[config.mk]
export PLATFORM = sky130hd
export DESIGN_NAME = chkv_alloc
export DESIGN_NICKNAME = d
export VERILOG_FILES = /design/src/rtl/chkv_pkg.sv /design/src/rtl/chkv_alloc.sv
export SDC_FILE = /design/constraint.sdc
export NUM_CORES = 1
export LEC_CHECK = 0
export BUFFER_PORTS_ARGS = -buffer_cell sky130_fd_sc_hd__buf_4
export CAP_MARGIN = 20
export CORE_ASPECT_RATIO = 0.7
export CORE_UTILIZATION = 60
export DETAILED_ROUTE_END_ITERATION = 6
export GPL_TIMING_DRIVEN = 0
export PLACE_DENSITY_LB_ADDON = 0.12
export SYNTH_ARGS = -nofsm -noshare
export SYNTH_HDL_FRONTEND = slang
export SYNTH_SLANG_ARGS = --single-unit
[constraint.sdc]
create_clock -name clk -period 5.2 [get_ports clk]
set_input_delay 0.26 -clock clk [delete_from_list [all_inputs] [get_ports clk]]
set_output_delay 0.26 -clock clk [all_outputs]
set_load 0.01 [all_outputs]
[src/rtl/chkv_pkg.sv]
// ----------------------------------------------------------------------------
// chkv_pkg
// Shared constants, codes and types of the chained hash key-value store.
// ----------------------------------------------------------------------------
package chkv_pkg;

    // Store geometry.
    localparam int NUM_BUCKETS = 16;
    localparam int MAX_ENTRIES = 64;

    // Field widths.
    localparam int KEY_W  = 64;
    localparam int VAL_W  = 64;
    localparam int CNT_W  = 7;
    localparam int LINK_W = $clog2(MAX_ENTRIES + 1);
    localparam int ADDR_W = $clog2(MAX_ENTRIES);
    localparam int BKT_W  = $clog2(NUM_BUCKETS);

    // A link equal to MAX_ENTRIES marks the end of a chain.
    localparam logic [LINK_W-1:0] NIL_LINK = LINK_W'(MAX_ENTRIES);

    // Mask that selects the hashed part of the key.
    localparam logic [KEY_W-1:0] LOW32_MASK = KEY_W'(64'h0000_0000_FFFF_FFFF);

    typedef enum logic [1:0] {
        OP_SET    = 2'd0,
        OP_LOOKUP = 2'd1,
        OP_REMOVE = 2'd2,
        OP_CLEAR  = 2'd3
    } op_t;

    typedef enum logic [1:0] {
        ST_OK        = 2'd0,
        ST_NOT_FOUND = 2'd1,
        ST_FULL      = 2'd2
    } status_t;

    typedef enum logic [1:0] {
        S_IDLE,
        S_CMP,
        S_MISS,
        S_RESP
    } state_t;

    // One pool entry as held in the entry memory.
    typedef struct packed {
        logic [KEY_W-1:0]  key;
        logic [VAL_W-1:0]  value;
        logic [LINK_W-1:0] next;
    } entry_t;

    // Commands from the controller to the allocator.
    typedef struct packed {
        logic              clear_all;
        logic              take;
        logic [ADDR_W-1:0] take_idx;
        logic              release_en;
        logic [ADDR_W-1:0] release_idx;
    } alloc_cmd_t;

    // Bucket of a key: its low 32 bits modulo the bucket count.
    function automatic logic [BKT_W-1:0] bucket_of(input logic [KEY_W-1:0] key);
        logic [KEY_W-1:0] low;
        low = key & LOW32_MASK;
        return BKT_W'(low % NUM_BUCKETS);
    endfunction

endpackage

[src/rtl/chkv_alloc.sv]
// ----------------------------------------------------------------------------
// chkv_alloc
// Entry pool allocator: used flags, lowest free entry and stored count.
// ----------------------------------------------------------------------------
module chkv_alloc (
    input  logic                          clk,
    input  logic                          rst_n,
    input  chkv_pkg::alloc_cmd_t          cmd,
    output logic                          free_valid,
    output logic [chkv_pkg::ADDR_W-1:0]   free_idx,
    output logic [chkv_pkg::CNT_W-1:0]    count
);

    logic [chkv_pkg::MAX_ENTRIES-1:0] used_reg, used_next;
    logic [chkv_pkg::CNT_W-1:0]       count_reg, count_next;
    logic                             free_valid_reg, free_valid_next;
    logic [chkv_pkg::ADDR_W-1:0]      free_idx_reg, free_idx_next;

    // Update of the used flags and the count.
    always_comb
    begin
        used_next  = used_reg;
        count_next = count_reg;
        if (cmd.clear_all)
        begin
            used_next  = '0;
            count_next = '0;
        end
        else
        begin
            if (cmd.take)
            begin
                used_next[cmd.take_idx] = 1'b1;
                count_next              = count_reg + 1'b1;
            end
            if (cmd.release_en)
            begin
                used_next[cmd.release_idx] = 1'b0;
                if (count_reg != '0)
                begin
                    count_next = count_reg - 1'b1;
                end
            end
        end
    end

    // Lowest numbered free entry, registered for the next operation.
    always_comb
    begin
        free_valid_next = 1'b0;
        free_idx_next   = '0;
        for (int i = chkv_pkg::MAX_ENTRIES - 1; i >= 0; i--)
        begin
            if (!used_reg[i])
            begin
                free_valid_next = 1'b1;
                free_idx_next   = chkv_pkg::ADDR_W'(i);
            end
        end
    end

    always_ff @(posedge clk or negedge rst_n)
    begin
        if (!rst_n)
        begin
            used_reg       <= '0;
            count_reg      <= '0;
            free_valid_reg <= 1'b0;
            free_idx_reg   <= '0;
        end
        else
        begin
            used_reg       <= used_next;
            count_reg      <= count_next;
            free_valid_reg <= free_valid_next;
            free_idx_reg   <= free_idx_next;
        end
    end

    assign free_valid = free_valid_reg;
    assign free_idx   = free_idx_reg;
    assign count      = count_reg;

endmodule

Word-level counts from Yosys, hierarchy flattened
Index checks and enable logic that the tools add are counted.
Cells by class
  bitwise gates (word level): 3
  multiplexer cells: 140
  $lt $le $gt $ge: 4
  reduce and logical (&&, ||, !) cells: 3
  $add $sub $neg: 2
Operators by type and width (count)
  $mux 6: 64
  $mux 64: 4
  $mux 1: 66
  $and 64x64->64: 1
  $not 64->64: 1
  $or 64x64->64: 1
  $mux 7: 4
  $lt 6x7->1 const B: 2
  $demux 1 s6: 2
  $ge 6x1->1 const B: 2
  $add 7x1->7 const B: 1
  $reduce_bool 7->1: 1
  $sub 7x1->7 const B: 1
  $logic_and 1x1->1: 2
Storage, ports and cells
  output and inout port bits: 14
  register bits: 78
  input port bits: 17
  logic and storage cells: 156

Longest topological paths before layout
  word-level depth: 64
  mapped depth: 7
  gate-level depth less buffers: 7

Least setup slack after synthesis
OpenSTA, ideal clock, no wires.
  path type: reg-to-reg
  start: register count_reg (netlist bit count[0])
  end: register count_reg (netlist bit count[2])
  required time: 5065 ps
  arrival time: 1675 ps
  stages on the path, launching flop included: 8
  buffers on the path: 0
  period minus slack after synthesis: 1809 ps
  setup time: 135 ps
  setup slack: 3391 ps
  path through: dfrtp_1 > inv_1 > ha_1 > inv_1 > o41ai_4 > mux2i_1 > nand2_1 > nor3b_2
Between the ends
  cells in the longest elaborated chain, start to end: 5
  elaborated cells on any way between the ends: 7
  those cells by class: add/sub (2); mux (4); reduce/logical (1)
RTL lines
  from (decl): line chkv_alloc.sv:15  | logic [chkv_pkg::CNT_W-1:0] count_reg, count_next;
  from (signal assigned): line chkv_alloc.sv:74  | count_reg <= count_next;
  $add 7x1->7: line chkv_alloc.sv:34  | count_next = count_reg + 1'b1;
  $mux 7: line chkv_alloc.sv:31  | if (cmd.take)
  $mux 7: line chkv_alloc.sv:39  | if (count_reg != '0)
  $mux 7 (*): line chkv_alloc.sv:36  | if (cmd.release_en)
  $mux 7 (*): line chkv_alloc.sv:24  | if (cmd.clear_all)
  via count_next (one bit): line chkv_alloc.sv:15
Mark *: on every way through the listed nets, which the timed path passes. The rest lies on a longest branch.

Final worst setup path
  start: register used_reg[16] (netlist name)
  end: register free_idx_reg (netlist bit free_idx[0])
Between the ends
  cells in the longest elaborated chain, start to end: 17
RTL lines
  from (decl): line chkv_alloc.sv:14  | logic [chkv_pkg::MAX_ENTRIES-1:0] used_reg, used_next;
  from (signal assigned): line chkv_alloc.sv:73  | used_reg <= used_next;
  $mux 6 (17 in series): line chkv_alloc.sv:54  | if (!used_reg[i])
  via free_idx_next (one bit): line chkv_alloc.sv:17  | logic [chkv_pkg::ADDR_W-1:0] free_idx_reg, free_idx_next;
  to (signal assigned): line chkv_alloc.sv:76  | free_idx_reg <= free_idx_next;
  to (decl): line chkv_alloc.sv:17
The timed path passes the listed nets, and every way through them passes these cells.

==> metrics.yaml <==
finish:
  nFillCells: 561
  diodes: 0
  num-nets-final: 524
  multi_input_area_um2: 2162
  syn2layout_area_growth_pct: 11.44
  seq_area_um2: 1952
  largest_reg_flops: 64
  drive_gt1_share_pct: 9.412
clocking:
  h-tree-depth: 3
  clockBufferDepth: 2
  cts_setup_buffers: 0
  clock_latency_ps: 360
  clock-sinks: 78
  cts_tree: "done"
  cts_made_buffers: 9
  cts_root_buffer: "clkbuf_8"
  ctsResizeCount: 0
  clk_pin_slew_worst_paths_ps: 80
  cts-hold-fix-buffers: 0
worst_setup_path:
  slowest_delay_ps: 830
  required_ps: 5460
  path_cells: "nand2b_1 > a21boi_0 > a2111oi_0 > o2111ai_1 > o211ai_1"
  critPathCaptureType: "register"
  crit_slowest_cell: "a2111oi_0"
  arrival_ps: 2320
  rr_startpoint: "used_reg[16]$_DFF_PN0_"
  crit_fanout: 5
  crit_family: "compound AO/OA/AOI/OAI gates"
  reg2reg_depth: 5
  r2r_slack_ps: 3130
  cp-start-kind: "register"
  path_class: "register to register"
  r2r-end: "free_idx[0]$_DFF_PN0_"
  path_buf_inv: 0
die:
  num_io_pins: 31
  fp.dieH_um: 72.53
  core_area_um2: 6819
  rows: 25
  floorplan.initialDensity_pct: 62.53
  fp.dieW_um: 102.8
  dieArea_um2: 7453
timing:
  min_period_over_period_pct: 39.76
  drv_slew: 0
  slew-limit-headroom_pct: 19.81
  setup_violations: 0
  fin_hold_ws_ps: 27.26
  fin_crit_ps: 2067
  fmax_mhz: 483.7
  fin_tns_setup_ps: 0
  clock_skew_ps: 7.920
  hold_viol_final: 0
  tightest_slew_ps: 1194
  rsz0062_at_grt: "false"
detailed_routing:
  vias: 4166
  avgRoutedWirePerCell_um: 21.01
  viasPerCell: 6.897
  drc_errors: 0
  ant_nets: 0
  routed_wl_mm: 12.69
  dr.pass1.iters: 5
  drtIter0Drc: 474
place:
  gp_congestion: 0.9804
  dp_hpwl_mm: 8.954
  port_buffers: 19
power:
  switchingPower_mw: 0.4136
  switching_share_pct: 29.28
  vdd_drop_max_mv: 0.2260
  seqPwrFrac_pct: 47.2
  pwr-share-clk_pct: 34.6
  p_leak_nw: 1.746
  combPwrFrac_pct: 18.2
  p_per_area_nw_per_um2: 297.2
  internal-power_mw: 0.9987
run_status:
  outcome: "finished clean"
logic_synthesis:
  syn_area_per_cell_um2: 9.015
  synth-main-ff-cell: "dfrtp_1"
  async_reset_ff_share_pct: 100.0
  yosys.area.top_type: "dfrtp_1"
  synthDistinctLibCells: 47
  synth_top_area_share_pct: 45.77
  synthesis.nets: 492
  yosys_warnings: 0
  seq_area_frac_synth_pct: 45.77
  synth_edf_count: 0
  syn-instance-count: 473
  syn_area_um2: 4264
  synth-seq-cells: 78
  synthTopCellsByArea: "dfrtp_1 46%, a211oi_1 11%, a21oi_1 8.6%"
run:
  maxCapViolations: 0
grt:
  use_met1_pct: 51.13
  use_met2_pct: 52.89
  track_usage_pct: 36.76
  gr-total-overflow: 0
  globalRouteMet3Util_pct: 12.72
  antenna_found_initial: 0
  grt_max_degree: 79
  grt_pass1_vias: 3780
  grt_pass1_wl_mm: 19.93
  top_usage_layer: "met2"
worst_hold_path:
  hp-class: "primary input to asynchronous set/reset pin"
synth_stat cells (2+ instances only):
master	n
dfrtp_1	78
a21oi_1	73
a211oi_1	65
nor2_1	35
nand2_1	31
nand4_1	23
inv_1	19
clkbuf_1	17
nand3_1	17
o21ai_0	15
nand2b_1	12
nor3_1	11
nor2b_1	7
a31oi_1	6
a311oi_1	4
buf_1	4
nor3b_1	4
nor3b_2	4
o31ai_1	4
a21o_1	3
and3b_1	3
mux2i_1	3
nor4_1	3
o211ai_1	3
a2111oi_0	2
a31o_2	2
and4_1	2
ha_1	2
o2111ai_1	2
xnor2_1	2
metal layers:
| layer | vias up | part of all wire (%) | wire (um) |
|---|---|---|---|
| met4 | 0 | 2.9 | 369 |
| met5 | - | 0 | 0 |
| met3 | 42 | 14 | 1720 |
| met1 | 1985 | 40 | 5121 |
| li1 | 1881 | - | - |
| met2 | 258 | 43 | 5476 |
power by group through the flow:
stage	clock (mW)	combinational [mW]	sequential (mW)
final	0.489	0.257	0.667
after global routing	0.520	0.280	0.672
after CTS	0.494	0.253	0.666
after detailed placement	0	0.253	0.678
after global placement	0	0.247	0.677
after floorplan	0	0.163	0.679
how the worst max path moves through the flow:
stage / start / endpoint / slack [ps] / cells after the start
6_report: used_reg[16]$_DFF_PN0_ / free_idx[0]$_DFF_PN0_ / 3130 / 5
5_1_grt: count[0]$_DFF_PN0_ / count[3]$_DFF_PN0_ / 3090 / 7
4_1_cts: count[1]$_DFF_PN0_ / count[2]$_DFF_PN0_ / 3230 / 7
3_5_place_dp: used_reg[16]$_DFF_PN0_ / free_idx[0]$_DFF_PN0_ / 3250 / 5
3_3_place_gp: cmd[7] / used_reg[52]$_DFF_PN0_ / 3120 / 4
2_1_floorplan: count[0]$_DFF_PN0_ / count[2]$_DFF_PN0_ / 3390 / 7
layout by cell type, fill, tap and decap left out, types with 6 or more instances in the layout:
cell,n
o21ai_0,15
nand4_1,23
nand2_1,31
clkbuf_1,17
buf_4,21
nand3_1,17
nor3_1,11
a21oi_1,73
nor2b_1,7
nand2b_1,12
a31oi_1,6
inv_1,19
dfrtp_1,78
clkbuf_8,9
a211oi_1,65
nor2_1,35
metrics by stage:
step	worst slack [ps]	total power, mW	util [%]	area, um^2	instances
floorplan	3391	0.8416	-	4264	473
global placement	3117	0.9231	66.35	4524	586
detailed placement	3253	0.9306	66.57	4539	588
CTS	3233	1.413	69.69	4752	604
global route	3092	1.472	69.69	4752	604
finish	3133	1.412	69.69	4752	604
worst register-to-register path, delay by kind of cell (launching register included):
| family | cells | cell delay [ps] |
|---|---|---|
| and+or+nand+nor | 1 | 120 |
| DFF | 1 | 410 |
| AOI/OAI and AO/OA | 4 | 1440 |
cells by family (layout without fill, tap and decap cells):
| family | count (synthesis) | count (layout) | share of synthesized area [%] |
|---|---|---|---|
| buffers and inverters | 40 | 77 | 3.521 |
| adders and majority gates | 2 | 2 | 0.5868 |
| AOI/OAI and AO/OA | 188 | 188 | 28.93 |
| and+or+nand+nor | 160 | 160 | 20.07 |
| DFF | 78 | 78 | 45.77 |
| xor gates and xnor gates | 2 | 2 | 0.4109 |
| muxes | 3 | 3 | 0.7043 |
cell type report:
class / count / share of cell area (%)
Buffer: 21 / 1.659
Clock buffer: 9 / 2.607
Clock inverter: 7 / 1.869
Inverter: 19 / 1.501
Multi-Input combinational cell: 355 / 45.50
Sequential cell: 78 / 41.07
Tap cell: 94 / 2.475
Timing Repair Buffer: 21 / 3.318
(Power assumes the default switching activity.)
