## src/rtl/chkv_ram.sv

```systemverilog
// ----------------------------------------------------------------------------
// chkv_ram
// Simple dual-port synchronous RAM, one write and one registered read port.
// ----------------------------------------------------------------------------
module chkv_ram #(
    parameter int DATA_W = 8,
    parameter int DEPTH  = 64,
    parameter int ADDR_W = $clog2(DEPTH)
) (
    input  logic              clk,
    input  logic              we,
    input  logic [ADDR_W-1:0] waddr,
    input  logic [DATA_W-1:0] wdata,
    input  logic              re,
    input  logic [ADDR_W-1:0] raddr,
    output logic [DATA_W-1:0] rdata
);

    logic [DATA_W-1:0] mem [DEPTH];

    // Write port.
    always_ff @(posedge clk)
    begin
        if (we)
        begin
            mem[waddr] <= wdata;
        end
    end

    // Registered read port.
    always_ff @(posedge clk)
    begin
        if (re)
        begin
            rdata <= mem[raddr];
        end
    end

endmodule

```

## config.mk

```make
export PLATFORM = sky130hd
export DESIGN_NAME = chkv_ram
export DESIGN_NICKNAME = d
export VERILOG_FILES = /design/src/rtl/chkv_ram.sv
export SDC_FILE = /design/constraint.sdc
export NUM_CORES = 1
export LEC_CHECK = 0
export BUFFER_PORTS_ARGS = -buffer_cell sky130_fd_sc_hd__buf_2
export CAP_MARGIN = 5
export CELL_PAD_IN_SITES_DETAIL_PLACEMENT = 0
export CELL_PAD_IN_SITES_GLOBAL_PLACEMENT = 1
export CORE_UTILIZATION = 55
export DETAILED_ROUTE_END_ITERATION = 12
export GPL_TIMING_DRIVEN = 0
export PLACE_DENSITY_LB_ADDON = 0.1
export SLEW_MARGIN = 20
export SYNTH_ARGS = -nofsm -noshare
export SYNTH_HDL_FRONTEND = slang
export SYNTH_SLANG_ARGS = --single-unit
```

## constraint.sdc

```tcl
create_clock -name clk -period 5.6 [get_ports clk]
set_input_delay 0.84 -clock clk [delete_from_list [all_inputs] [get_ports clk]]
set_output_delay 0.84 -clock clk [all_outputs]
set_load 0.02 [all_outputs]
```

### Word-level counts from Yosys, hierarchy flattened

Memories as Yosys holds them, arrays and structs flattened. A register that Yosys moved wholly into a read port is not among the register bits.
Index checks and enable logic that the tools add are counted.

* bits in registers: 0
* bits in latches: 0
* memory bits (writable): 512
* ROM bits: 0
* bits of input ports: 23
* logic and storage cells: 3
* memories kept: 1

Memories
* mem: words 64, width 8, read ports 1, clocked after memory_dff 1, write ports 1, line 19 `logic [DATA_W-1:0] mem [DEPTH];`

* add/subtract/negate cells: 0
* multipliers: 0
* divide/modulo/power cells: 0
* order comparisons: 0
* eq/ne operators: 0
* shifts and indexed selects: 0
* multiplexer cells: 2
* bitwise gates (word level): 0
* reductions and logical operators: 0

Operator list (number)
* $mux 1: 2

### Logic depth before layout (Yosys ltp)

Gate-level depths: netlist of the first run.

* word-level depth: 2
* depth in mapped cells: 9
* mapped depth without buffers: 5

### Worst setup path after synthesis of the first run

Ideal clock, no wire load.

* path type: input-to-reg
* from: input raddr[1]
* to: register rdata[3] (read register of mem) (data pin)
* data arrival time: 2380 ps
* required time: 5334 ps
* slack: 2954 ps
* stages on the path: 7
* path buffers: 3
* cell sequence: buf_4 > buf_2 > buf_2 > mux4_2 > mux4_2 > o21ai_1 > o41ai_1

RTL lines
* start, declared: line 15 `input logic [ADDR_W-1:0] raddr,`
* end, declared: line 16 `output logic [DATA_W-1:0] rdata`

==> flow_metrics.py, run 1 <==
metrics = {
    "outcome": {
        "status": "finished, final reports clean",
    },
    "grt": {
        "overall_routing_resource_usage": 0.2640,
        "first_global_vias": 9812,
        "grt_start_max_net_pins": 65,
        "antenna_found_initial": 1,
        "grt_first_pass_wirelength_mm": 69.37,
        "gr-total-overflow": 0,
    },
    "power_and_ir_drop": {
        "power.static_leakage_uw": 0.007066,
        "switching_power_uw": 1716,
        "clock_power_frac": 0.422,
        "seq_power_share": 0.526,
        "power.ir.vdd_worst_v": 0.0002454,
        "p_comb_frac": 0.053,
        "internal_power_uw": 6510,
        "net_switching_share_of_the_total_power": 0.2086,
        "power.density_mw_per_mm2": 363.1,
    },
    "setup_path": {
        "reg2regPathDepth": 4,
        "worst_r2r_startpoint": "mem[3][3]",
        "timing.critical_path.to_type": "flip-flop",
        "timing.reg2reg.setup_slack_ps": 3260,
        "critical_path_arrival_ps": 3700,
        "worst_path_most_repeated_cell": "sky130_fd_sc_hd__buf_2",
        "regToRegEndpoint": "rdata[3]",
        "crit_path_max_incr_delay_ps": 760,
        "worst-path-max-fanout": 10,
        "cp-start-kind": "input pin",
        "critical-path-slowest-cell": "sky130_fd_sc_hd__clkbuf_1",
        "worst-setup-path-type": "input pin to flip-flop",
        "cell_chain_critical_path": "buf_2 -> buf_4 -> clkbuf_1 -> buf_2 -> o221ai_1 -> o21a_1 -> o41ai_1",
        "cp_data_required_time_ps": 5850,
    },
    "placed_design": {
        "place_hpwl_mm": 29.86,
        "preCtsSetupSlack_ps": 1698,
        "numPortBuffers": 22,
        "gp_congestion": 0.9241,
    },
    "timing": {
        "post-route-period-util": 0.6152,
        "maxSlewViolCount": 0,
        "layout_setup_ws_ps": 2155,
        "finalHoldViolCount": 0,
        "worst_pin_slew_ps": 988.9,
        "setup_violating_endpoint_count_in_the_final_report": 0,
        "finalHoldWorstSlack_ps": 597.0,
        "clock-skew-final_ps": 18.64,
        "setup_total_negative_slack_ps": 0,
        "timing.slew.headroom": 0.3383,
        "rsz0062_at_grt": "no",
        "max_clock_freq_ghz": 0.2903,
        "period_needed_ps": 3445,
    },
    "job": {
        "maxCapViolCount": 0,
    },
    "clocking": {
        "cts_hold_buffers": 0,
        "cts_root_buffer": "sky130_fd_sc_hd__clkbuf_16",
        "clock_tree.htree_level_count": 2,
        "cts_max_path_buffers": 3,
        "post_cts_setup_bufs": 0,
        "clk_pin_slew_ps": 60,
        "clock_sinks": 520,
        "cts_made_buffers": 51,
        "clock_latency_ps": 590,
        "tritoncts": "yes",
        "cts.repair.resized": 0,
    },
    "worst_hold_path": {
        "min_delay_path_depth": 1,
        "min_from": "re",
        "min-delay-path-class": "input pin to flip-flop",
        "hold_end": "rdata[1]",
    },
    "logic_synthesis": {
        "netlist.top_cell.by_area": "sky130_fd_sc_hd__edfxtp_1",
        "synth_top_cell_area_share": 0.7712,
        "seq_area_frac_synth": 0.7712,
        "syn-num-nets": 963,
        "syn_avg_cell_area_um2": 21.54,
        "yosys_most_used_dff": "sky130_fd_sc_hd__edfxtp_1",
        "synth.area.top_cells": "sky130_fd_sc_hd__edfxtp_1 (77%), sky130_fd_sc_hd__mux4_2 (14%), sky130_fd_sc_hd__nor2_1 (1.5%)",
        "synth-warning-count": 0,
        "yosys.cell_types.count": 39,
        "synth_async_sr_flop_share": 0,
        "post_synth_edffs": 520,
        "post_synth_inst_count": 940,
        "mappedNetlistArea_mm2": 0.02025,
        "synth-seq-cells": 520,
    },
    "drt": {
        "route.detailed.wl_per_inst_um": 31.44,
        "drt_drc_violations_left": 0,
        "wl_mm": 47.72,
        "antenna_left": 0,
        "routed-via-count": 9876,
        "drt_pass1_iterations": 5,
        "detail_route.iter0.violations": 1073,
        "viasPerCell": 6.506,
    },
    "floorplanning": {
        "ios": 31,
        "initial_utilization": 0.5638,
        "floorplan.die.height_um": 193.9,
        "dieArea_mm2": 0.03758,
        "core_mm2": 0.03591,
        "die_width_um": 193.9,
        "core_rows": 69,
    },
    "final_layout": {
        "fillers": 2509,
        "mostFrequentLayoutCell": "sky130_fd_sc_hd__edfxtp_1",
        "mostFrequentLayoutCells": "sky130_fd_sc_hd__edfxtp_1 (520), sky130_fd_sc_hd__mux4_2 (126), sky130_fd_sc_hd__nor2_1 (83)",
        "antenna_cells_inserted": 0,
        "finalNetCount": 1038,
        "areaGrowthSynthToFinish_pct": 11.90,
        "finalCoreUtilization": 0.6308,
        "layout-drive-gt1-share": 0.2545,
    },
}
## power by group through the flow
stage	combinational [uW]	clock, uW	sequential, uW
global route	459	3660	4320
detailed placement	434	0	4410
global placement	427	0	4410
finish	435	3470	4320
CTS	434	3500	4320
floorplan	230	0	4410
## flip-flops by register name, indices dropped and copies added (netlist names)
name / cells
rdata: 8
mem: 512
## metrics by stage
stage	std cells	power [uW]	area [um2]
global route	1518	8440	22660
detailed placement	1423	4841	20950
global placement	1423	4833	20930
CTS	1518	8257	22640
finish	1518	8225	22660
floorplan	940	4641	20250
## worst max path at each step
stage          startpoint  endpoint  depth (start not counted)
2_1_floorplan    raddr[1]  rdata[3]                          7
3_3_place_gp     raddr[2]  rdata[3]                          7
3_5_place_dp     raddr[2]  rdata[3]                          7
4_1_cts          raddr[2]  rdata[3]                          7
5_1_grt          raddr[2]  rdata[3]                          7
6_report         raddr[2]  rdata[5]                          7
## cell usage after synthesis (4+ instances only)
cell type	count
sky130_fd_sc_hd__mux2i_1	23
sky130_fd_sc_hd__nor2b_1	14
sky130_fd_sc_hd__edfxtp_1	520
sky130_fd_sc_hd__buf_4	13
sky130_fd_sc_hd__a221oi_1	6
sky130_fd_sc_hd__clkbuf_1	17
sky130_fd_sc_hd__nor2_1	83
sky130_fd_sc_hd__mux4_2	126
sky130_fd_sc_hd__o22ai_1	8
sky130_fd_sc_hd__buf_6	4
sky130_fd_sc_hd__nand3_1	13
sky130_fd_sc_hd__buf_2	11
sky130_fd_sc_hd__nand2b_1	7
sky130_fd_sc_hd__buf_1	4
sky130_fd_sc_hd__nand2_1	19
sky130_fd_sc_hd__nor3_1	7
sky130_fd_sc_hd__a211oi_1	4
sky130_fd_sc_hd__mux2_2	13
sky130_fd_sc_hd__o221ai_1	8
## layer usage
layer | routed length, um | track usage | vias up | part of all wire
li1 | - | - | 4093 | -
met1 | 20390 | 0.3996 | 5236 | 0.43
met2 | 21890 | 0.3947 | 473 | 0.46
met3 | 4353 | 0.05792 | 74 | 0.091
met4 | 1087 | 0.07025 | 0 | 0.023
met5 | 0 | 0 | - | 0
## worst max-delay path: cells and delay by family
kind                   cells  cell delay (ps)
AOI/OAI and AO/OA          3             1100
buffers and inverters      4             1730
## cells by family (layout without fill, tap and decap cells)
| group | count (synthesis) | in the layout | share of synthesized area |
|---|---|---|---|
| flip-flops | 520 | 520 | 0.7712 |
| multiplexers | 162 | 162 | 0.1588 |
| AND/OR/NAND/NOR | 153 | 153 | 0.03374 |
| AO/OA/AOI/OAI | 54 | 54 | 0.02064 |
| buffers and inverters | 51 | 168 | 0.01563 |
## final cells by class
| type | instances | area, um2 | area share |
|---|---|---|---|
| Timing Repair Buffer | 22 | 130.1 | 0.005744 |
| Clock inverter | 36 | 342.8 | 0.01513 |
| Multi-Input combinational cell | 369 | 4325 | 0.1909 |
| Sequential cell | 520 | 15620 | 0.6892 |
| Buffer | 51 | 316.6 | 0.01397 |
| Tap cell | 461 | 576.8 | 0.02546 |
| Clock buffer | 59 | 1349 | 0.05953 |
No activity file was read; power rests on OpenSTA's default activity.
==> run 2: changes to the inputs <==
ABC_AREA = 1   (was unset)
CORE_UTILIZATION = 46   (was 55)
clock period = 2.8 ns   (was 5.6 ns; I/O delays follow)
==> flow_metrics.py, run 2 <==
metrics = {
    "timing": {
        "clock-skew-final_ps": 16.85,
        "post-route-period-util": 0.8548,
        "max_clock_freq_ghz": 0.4178,
        "layout_setup_ws_ps": 406.5,
        "setup_violating_endpoint_count_in_the_final_report": 0,
        "period_needed_ps": 2394,
        "worst_pin_slew_ps": 1047,
        "finalHoldWorstSlack_ps": 168.6,
        "rsz0062_at_grt": "no",
        "finalHoldViolCount": 0,
        "maxSlewViolCount": 0,
        "timing.slew.headroom": 0.2992,
    },
    "logic_synthesis": {
        "seq_area_frac_synth": 0.7290,
        "syn_avg_cell_area_um2": 11.87,
        "post_synth_edffs": 520,
        "synth-seq-cells": 520,
        "post_synth_inst_count": 1805,
        "synth.area.top_cells": "sky130_fd_sc_hd__edfxtp_1 (73%), sky130_fd_sc_hd__nand2_1 (11%), sky130_fd_sc_hd__nand3_1 (10%)",
        "yosys_most_used_dff": "sky130_fd_sc_hd__edfxtp_1",
        "synth_async_sr_flop_share": 0,
        "netlist.top_cell.by_area": "sky130_fd_sc_hd__edfxtp_1",
        "synthMostInstantiatedCell": "sky130_fd_sc_hd__nand2_1",
        "synth_top_cell_area_share": 0.7290,
        "synth_top_cells_by_count": "sky130_fd_sc_hd__nand2_1 (648), sky130_fd_sc_hd__edfxtp_1 (520), sky130_fd_sc_hd__nand3_1 (439)",
        "synth-warning-count": 0,
        "mappedNetlistArea_mm2": 0.02142,
        "yosys.cell_types.count": 15,
        "syn-num-nets": 1828,
    },
    "floorplanning": {
        "initial_utilization": 0.4690,
        "ios": 31,
        "die_width_um": 217.8,
        "core_rows": 78,
        "floorplan.die.height_um": 217.8,
        "dieArea_mm2": 0.04743,
        "core_mm2": 0.04567,
    },
    "final_layout": {
        "reg.largest.list": "mem x512, rdata x8",
        "mostFrequentLayoutCell": "sky130_fd_sc_hd__nand2_1",
        "finalNetCount": 1916,
        "stdcell_area_mm2": 0.02410,
        "areaGrowthSynthToFinish_pct": 12.54,
        "reg_with_most_ffs": "mem",
        "mostFrequentLayoutCells": "sky130_fd_sc_hd__nand2_1 (648), sky130_fd_sc_hd__edfxtp_1 (520), sky130_fd_sc_hd__nand3_1 (439)",
        "max_ffs_per_register": 512,
        "layout-drive-gt1-share": 0.1019,
    },
    "placed_design": {
        "preCtsSetupSlack_ps": -200.2,
        "placed_cell_area_mm2": 0.02244,
        "numPortBuffers": 22,
        "gp_congestion": 0.8998,
        "place_hpwl_mm": 43.63,
    },
    "clocking": {
        "cts_root_buffer": "sky130_fd_sc_hd__clkbuf_16",
        "tritoncts": "yes",
        "clock_sinks": 520,
        "clock_latency_ps": 610,
        "clk_pin_slew_ps": 60,
        "cts_max_path_buffers": 3,
        "post_cts_setup_bufs": 0,
        "cts_hold_buffers": 0,
        "cts.repair.resized": 0,
        "clock_tree.htree_level_count": 2,
        "cts_made_buffers": 54,
    },
    "drt": {
        "drt_pass1_iterations": 6,
        "drt_drc_violations_left": 0,
        "viasPerCell": 5.667,
        "antenna_left": 0,
        "detail_route.iter0.violations": 1477,
        "wl_mm": 64.50,
        "route.detailed.wl_per_inst_um": 25.44,
        "routed-via-count": 14370,
    },
    "setup_path": {
        "worst_setup_path_endpoint": "mem[18][7]",
        "critical_path_arrival_ps": 2610,
        "worstSetupStartpoint": "waddr[0]",
        "worst-setup-path-type": "input pin to flip-flop",
        "worst-path-max-fanout": 9,
        "reg2regPathDepth": 8,
        "timing.critical_path.to_type": "flip-flop",
        "regToRegEndpoint": "rdata[7]",
        "timing.reg2reg.setup_slack_ps": 1220,
        "cp-start-kind": "input pin",
        "worst_r2r_startpoint": "mem[53][7]",
        "cp_data_required_time_ps": 3020,
    },
    "power_and_ir_drop": {
        "power.density_mw_per_mm2": 694.0,
        "totalPowerFinal_uw": 16730,
        "power.static_leakage_uw": 0.008700,
        "power.ir.vdd_worst_v": 0.0005564,
    },
    "grt": {
        "first_global_vias": 13410,
        "antenna_found_initial": 2,
        "gr-total-overflow": 0,
        "overall_routing_resource_usage": 0.2781,
        "grt_first_pass_wirelength_mm": 93.04,
        "grt_start_max_net_pins": 65,
    },
    "outcome": {
        "status": "finished, final reports clean",
    },
    "worst_hold_path": {
        "min-delay-path-class": "input pin to flip-flop",
    },
    "job": {
        "maxCapViolCount": 0,
    },
}
[run 2: cell count changes after synthesis, moves of 8 or more]
cell / before / now
sky130_fd_sc_hd__buf_2: 11 / 37
sky130_fd_sc_hd__buf_6: 4 / 35
sky130_fd_sc_hd__inv_1: 0 / 10
sky130_fd_sc_hd__mux2_2: 13 / 0
sky130_fd_sc_hd__mux2i_1: 23 / 0
sky130_fd_sc_hd__mux4_2: 126 / 0
sky130_fd_sc_hd__nand2_1: 19 / 648
sky130_fd_sc_hd__nand3_1: 13 / 439
sky130_fd_sc_hd__nor2_1: 83 / 56
sky130_fd_sc_hd__nor2b_1: 14 / 0
sky130_fd_sc_hd__o221ai_1: 8 / 0
sky130_fd_sc_hd__o22ai_1: 8 / 0
[run 2: cell type report]
type,count,area (um2)
inverters,12,50.05
clock inverters,26,187.7
flip-flops and latches,520,15620
well taps,600,750.7
diodes,1,2.502
fillers,3993,21570
repair buffers,32,215.2
clock buffers,71,1479
multi-input cells,1160,4996
plain buffers,113,808.3
[run 2: worst min path at each step]
stage | from | to | cells after the start
after floorplan | wdata[0] | mem[0][0] | 0
after global placement | re | rdata[3] | 1
after detailed placement | re | rdata[6] | 1
after CTS | re | rdata[7] | 1
after global routing | re | rdata[0] | 1
final | re | rdata[5] | 1
[run 2: layer usage]
metal  GRT usage  routed length (um)
met5           0                  28
met4     0.09534                2034
met3     0.03933                4690
met2      0.4358               29700
met1      0.3992               28050
[run 2: cells by family (layout without fill, tap and decap cells)]
| logic type | Yosys count | after routing | share of synthesized area |
|---|---|---|---|
| and+or+nand+nor | 1160 | 1160 | 0.2309 |
| DFF | 520 | 520 | 0.7290 |
| buffers and inverters | 125 | 254 | 0.04007 |
| other | 0 | 1 | 0 |
[run 2: power breakdown]
group	leakage (uW)	total, uW	internal (uW)	switching, uW
sequential	0.00469	8650	8630	14.6
clock	0.000810	6890	3960	2940
combinational	0.00320	1190	298	889
[run 2: critical path, cell delays in order]
cell,delay (ps)
sky130_fd_sc_hd__clkbuf_1,220
sky130_fd_sc_hd__inv_1,340
sky130_fd_sc_hd__nand4_1,600
sky130_fd_sc_hd__nor2_1,1020
[run 2: stage by stage]
step	cells	TNS, ps	utilization
3_3_place_gp	2427	-21410	0.4878
6_report	2535	0	0.5278
3_5_place_dp	2437	-22070	0.4912
5_1_grt	2534	0	0.5277
2_1_floorplan	1805	0	-
4_1_cts	2534	0	0.5277
